`src/hdl/pne_ram.sv`:
```
`timescale 1ns / 1ps
`default_nettype none
// Generic single-write, single-read RAM with a registered read port.
// No dependencies.

module pne_ram #(
   parameter int WIDTH = 48,
   parameter int DEPTH = 64,
   localparam int AW = $clog2(DEPTH)
) (
   input  logic             clock,
   input  logic             we,
   input  logic [AW-1:0]    waddr,
   input  logic [WIDTH-1:0] wdata,
   input  logic [AW-1:0]    raddr,
   output logic [WIDTH-1:0] rdata
);

   logic [WIDTH-1:0] mem [DEPTH];
   logic [WIDTH-1:0] rdata_ff;

   // write port and registered read
   always_ff @(posedge clock) begin
      if (we) begin
         mem[waddr] <= wdata;
      end
      rdata_ff <= mem[raddr];
   end

   assign rdata = rdata_ff;

endmodule

`default_nettype wire

```
`config.mk`:
```
export PLATFORM = sky130hd
export DESIGN_NAME = pne_ram
export DESIGN_NICKNAME = d
export VERILOG_FILES = /design/src/hdl/pne_ram.sv
export SDC_FILE = /design/constraint.sdc
export NUM_CORES = 2
export LEC_CHECK = 0
export BUFFER_PORTS_ARGS = -buffer_cell sky130_fd_sc_hd__clkbuf_2
export CAP_MARGIN = 25
export CORE_ASPECT_RATIO = 2
export CORE_MARGIN = 4
export CORE_UTILIZATION = 40
export CTS_BUF_LIST = sky130_fd_sc_hd__clkbuf_4 sky130_fd_sc_hd__clkbuf_8 sky130_fd_sc_hd__clkbuf_16
export DETAILED_ROUTE_END_ITERATION = 12
export HOLD_SLACK_MARGIN = 0.08
export PLACE_DENSITY_LB_ADDON = 0.12
export SKIP_LAST_GASP = 1
export SYNTH_ARGS = -nofsm -noshare
export SYNTH_HDL_FRONTEND = slang
export SYNTH_SLANG_ARGS = --single-unit
```
`constraint.sdc`:
```
create_clock -name clock -period 10.2 [get_ports clock]
set_input_delay 1.02 -clock clock [delete_from_list [all_inputs] [get_ports clock]]
set_output_delay 1.02 -clock clock [all_outputs]
set_load 0.005 [all_outputs]
```
==> summary.txt <==
Die
  – Starting utilization of the core area: 0.402
  – Core area: 291000 um^2
  – Die area: 302000 um^2
  – IO Count: 110
  – Site Rows: 280
  – Die X: 391 um
  – Die height: 773 um

Drt
  – Top routing layer in use: met5
  – Routed wl met2: 203000 um
  – ANT nets after route: 0
  – DRT Wirelength: 354000 um
  – Vias: 55100
  – Post-DR vias/cell: 5.91
  – DRT iter0 DRCs: 5501
  – Met1 Wirelength: 123000 um
  – DR DRC count: 0
  – First-pass DRT Iterations: 5
  – Wire per inst: 38.0 um
  – Met3 Wirelength: 15800 um

Global routing
  – Initial antenna violation count: 22
  – GRT Total Usage: 0.234
  – Largest net degree at the start of global routing: 135
  – Vias in the first global route: 58600
  – GR Overflow Total: 0
  – Global-route wire length before repair: 487000 um

Synth
  – Post-Synth XOR/XNOR Area: 0
  – Yosys reg bits: 3120
  – Mux cell area share after synthesis: 0.152
  – Syn nets: 5032
  – Synth Instances: 4970
  – Synth Area in Compound Gates: 0.0302
  – Register area share after synthesis: 0.796
  – Mapped Area: 117000 um^2
  – Syn Area/Cell: 23.6 um^2
  – FFs w/ async S/R, synth: 0
  – Area leader, netlist: edfxtp_1
  – Synth Flop Type: edfxtp_1
  – Synth area leaders: edfxtp_1 (79%), mux4_2 (14%), dfxtp_1 (0.82%)
  – Post-synth EDFFs: 3072
  – Post-synth cell types: 36
  – Largest family of logic cells by synthesized area: multiplexers
  – Share of the synthesized area in the top cell type: 0.788
  – Post-Synth Adder-Cell Area: 0
  – Ys Warns: 0
  – Simple-gate share of the synthesized area: 0.00957

CTS
  – Total CTS buffers: 281
  – H-tree levels: 5
  – Post-CTS sizing: 0
  – Bufs on Longest Clock Path: 4
  – CTS Hold Bufs: 0
  – Worst-path clk slew: 0.07 ns
  – Post-CTS Setup Repair Bufs: 0
  – Worst skew pair latency: 0.89 ns
  – CTS tree: built
  – Root buffer selected by CTS: clkbuf_16
  – Clk sinks: 3120

Power
  – Lkg Pwr: 41.0 nW
  – Power Internal: 20.7 mW
  – Sequential Power Share: 0.543
  – Power Density: 198 nW/um^2
  – Sw Ratio: 0.213
  – Combinational share of power: 0.048
  – Sw power: 5.60 mW
  – Clock power share: 0.409
  – Max IR drop VDD: 113 uV

Place
  – Placer Congestion: 0.775
  – Area after DPL: 123000 um^2
  – Post-DP HPWL: 207000 um
  – Dpl ws: 5.34 ns
  – Port buffer count: 109
  – Placed insts: 8805

Finish
  – Nets: 5357
  – Fraction of layout instances using a drive strength above 1: 0.297
  – Final Util: 0.457
  – Fill cells: 24100
  – Final instance count without filler cells: 9319
  – Area Growth Syn to Fin: 13.5%
  – Final Cell Area: 133000 um^2

Timing
  – Fin worst setup slack: 6.29 ns
  – Final Max Slew Viols: 0
  – Crit path time final: 3.91 ns
  – TNS Setup: 0 ns
  – Final Hold Vio Count: 0
  – RSZ-0062 raised after global routing: false
  – Final setup viols: 0
  – Period Utilization, post-route: 0.384
  – Clock Skews: 0.0437 ns
  – Relative slew slack: 0.247
  – Fmax: 255 MHz
  – Worst slew pin tran: 1.13 ns

Critical path
  – Crit-path max FO: 63
  – Worst setup EP type: register
  – Data required, critical path: 10.91 ns
  – Crit path DAT: 4.63 ns
  – CP startpoint kind: input pin
  – Crit path kind: in2reg

Hold path
  – Worst hold path class: in2reg

Flow run
  – Max Cap Viol: 0

Run status
  – Status: completed
==> power groups by stage <==
stage                     sequential [mW]  combinational (mW)  clock (mW)
after floorplan                      14.5               0.678           0
after global placement               14.6                1.27           0
after detailed placement             14.6                1.30           0
after CTS                            14.3                1.30        11.0
after global routing                 14.3                1.36        11.5
final                                14.3                1.27        10.7
==> synth_stat cells, types with 2 or more instances <==
cell type / number
edfxtp_1: 3072
mux4_2: 754
nor2_1: 132
o22ai_1: 122
buf_2: 98
clkbuf_1: 98
a221oi_1: 83
a21oi_1: 74
a22oi_1: 72
mux2i_1: 63
buf_4: 62
a22o_1: 57
nand2_1: 55
dfxtp_1: 48
a211oi_1: 32
o221ai_1: 28
nor2b_1: 24
buf_1: 12
mux2_2: 12
a311oi_1: 11
buf_6: 11
nand2b_1: 10
nand3_1: 7
a31o_2: 5
nand3b_1: 5
or3b_2: 4
and2_1: 3
nor3_1: 3
or2_2: 3
or3_1: 3
nand4_1: 2
==> placed cells by master, fill, tap and decap left out, types with 10 or more instances in the layout <==
cell        instances
clkinv_1           40
nor2_4             64
clkbuf_2          105
dfxtp_1            48
nor2b_1            19
a221oi_1           83
nand2_1            53
clkinvlp_4         10
clkbuf_16         287
o221ai_1           28
buf_4             169
buf_12             41
a22o_1             57
inv_6              11
bufinv_16          20
o22ai_1           122
clkinv_2           30
mux2i_1            63
mux2_2             12
a21oi_1            74
mux4_2            754
a22oi_1            72
clkbuf_4           69
a311oi_1           11
a211oi_1           32
edfxtp_1         3072
nor2_1             67
clkbuf_8           20
==> layer usage <==
layer / vias to the layer above / GRT usage
met1: 30700 / 0.263
met2: 1740 / 0.456
met5: - / 0
li1: 22100 / -
met4: 6 / 0.0704
met3: 517 / 0.0269
==> critical path: stages <==
cell and delay, ns:
buf_8 0.50, buf_4 0.58, buf_4 0.73, mux4_2 0.41, a22o_1 0.25, a221oi_1 0.82
a221oi_1 0.22
==> layout make-up <==
cell class | count | area, um^2 | share of cell area
Clock inverter | 117 | 1180 | 0.00886
Antenna cell | 7 | 17.5 | 0.000132
Sequential cell | 3120 | 93200 | 0.701
Clock buffer | 376 | 7980 | 0.0600
Tap cell | 3807 | 4760 | 0.0358
Timing Repair Buffer | 324 | 2820 | 0.0212
Multi-Input combinational cell | 1568 | 23000 | 0.173
==> through the flow <==
step,hold WS (ns),power [mW]
floorplan,0.710,15.2
global route,0.464,27.1
finish,0.481,26.3
global placement,0.742,15.8
CTS,0.409,26.6
detailed placement,0.780,15.9
==> logic make-up (layout without fill, tap and decap cells) <==
family | after synthesis | count (layout)
and+or+nand+nor | 253 | 253
other | 0 | 7
DFF | 3120 | 3120
muxes | 829 | 829
buffers and inverters | 282 | 817
AOI/OAI and AO/OA | 486 | 486
==> sequential cells by signal (all words and copies together) (netlist names) <==
| name | flops |
|---|---|
| mem | 3072 |
| rdata | 48 |
==> path summary, 6_finish.rpt <==
| check | cells past startpoint | from | end | slack [ns] |
|---|---|---|---|---|
| setup reg to reg | 4 | mem[26][34]$_DFFE_PP_ | rdata[34]$_DFF_P_ | 7.92 |
| hold reg to reg | 4 | mem[59][24]$_DFFE_PP_ | rdata[24]$_DFF_P_ | 0.79 |
| setup / recovery | 7 | raddr[1] | rdata[34]$_DFF_P_ | 6.29 |
| hold / removal | 1 | wdata[42] | mem[9][42]$_DFFE_PP_ | 0.48 |
Note: power is estimated with default switching activity, not from simulation.
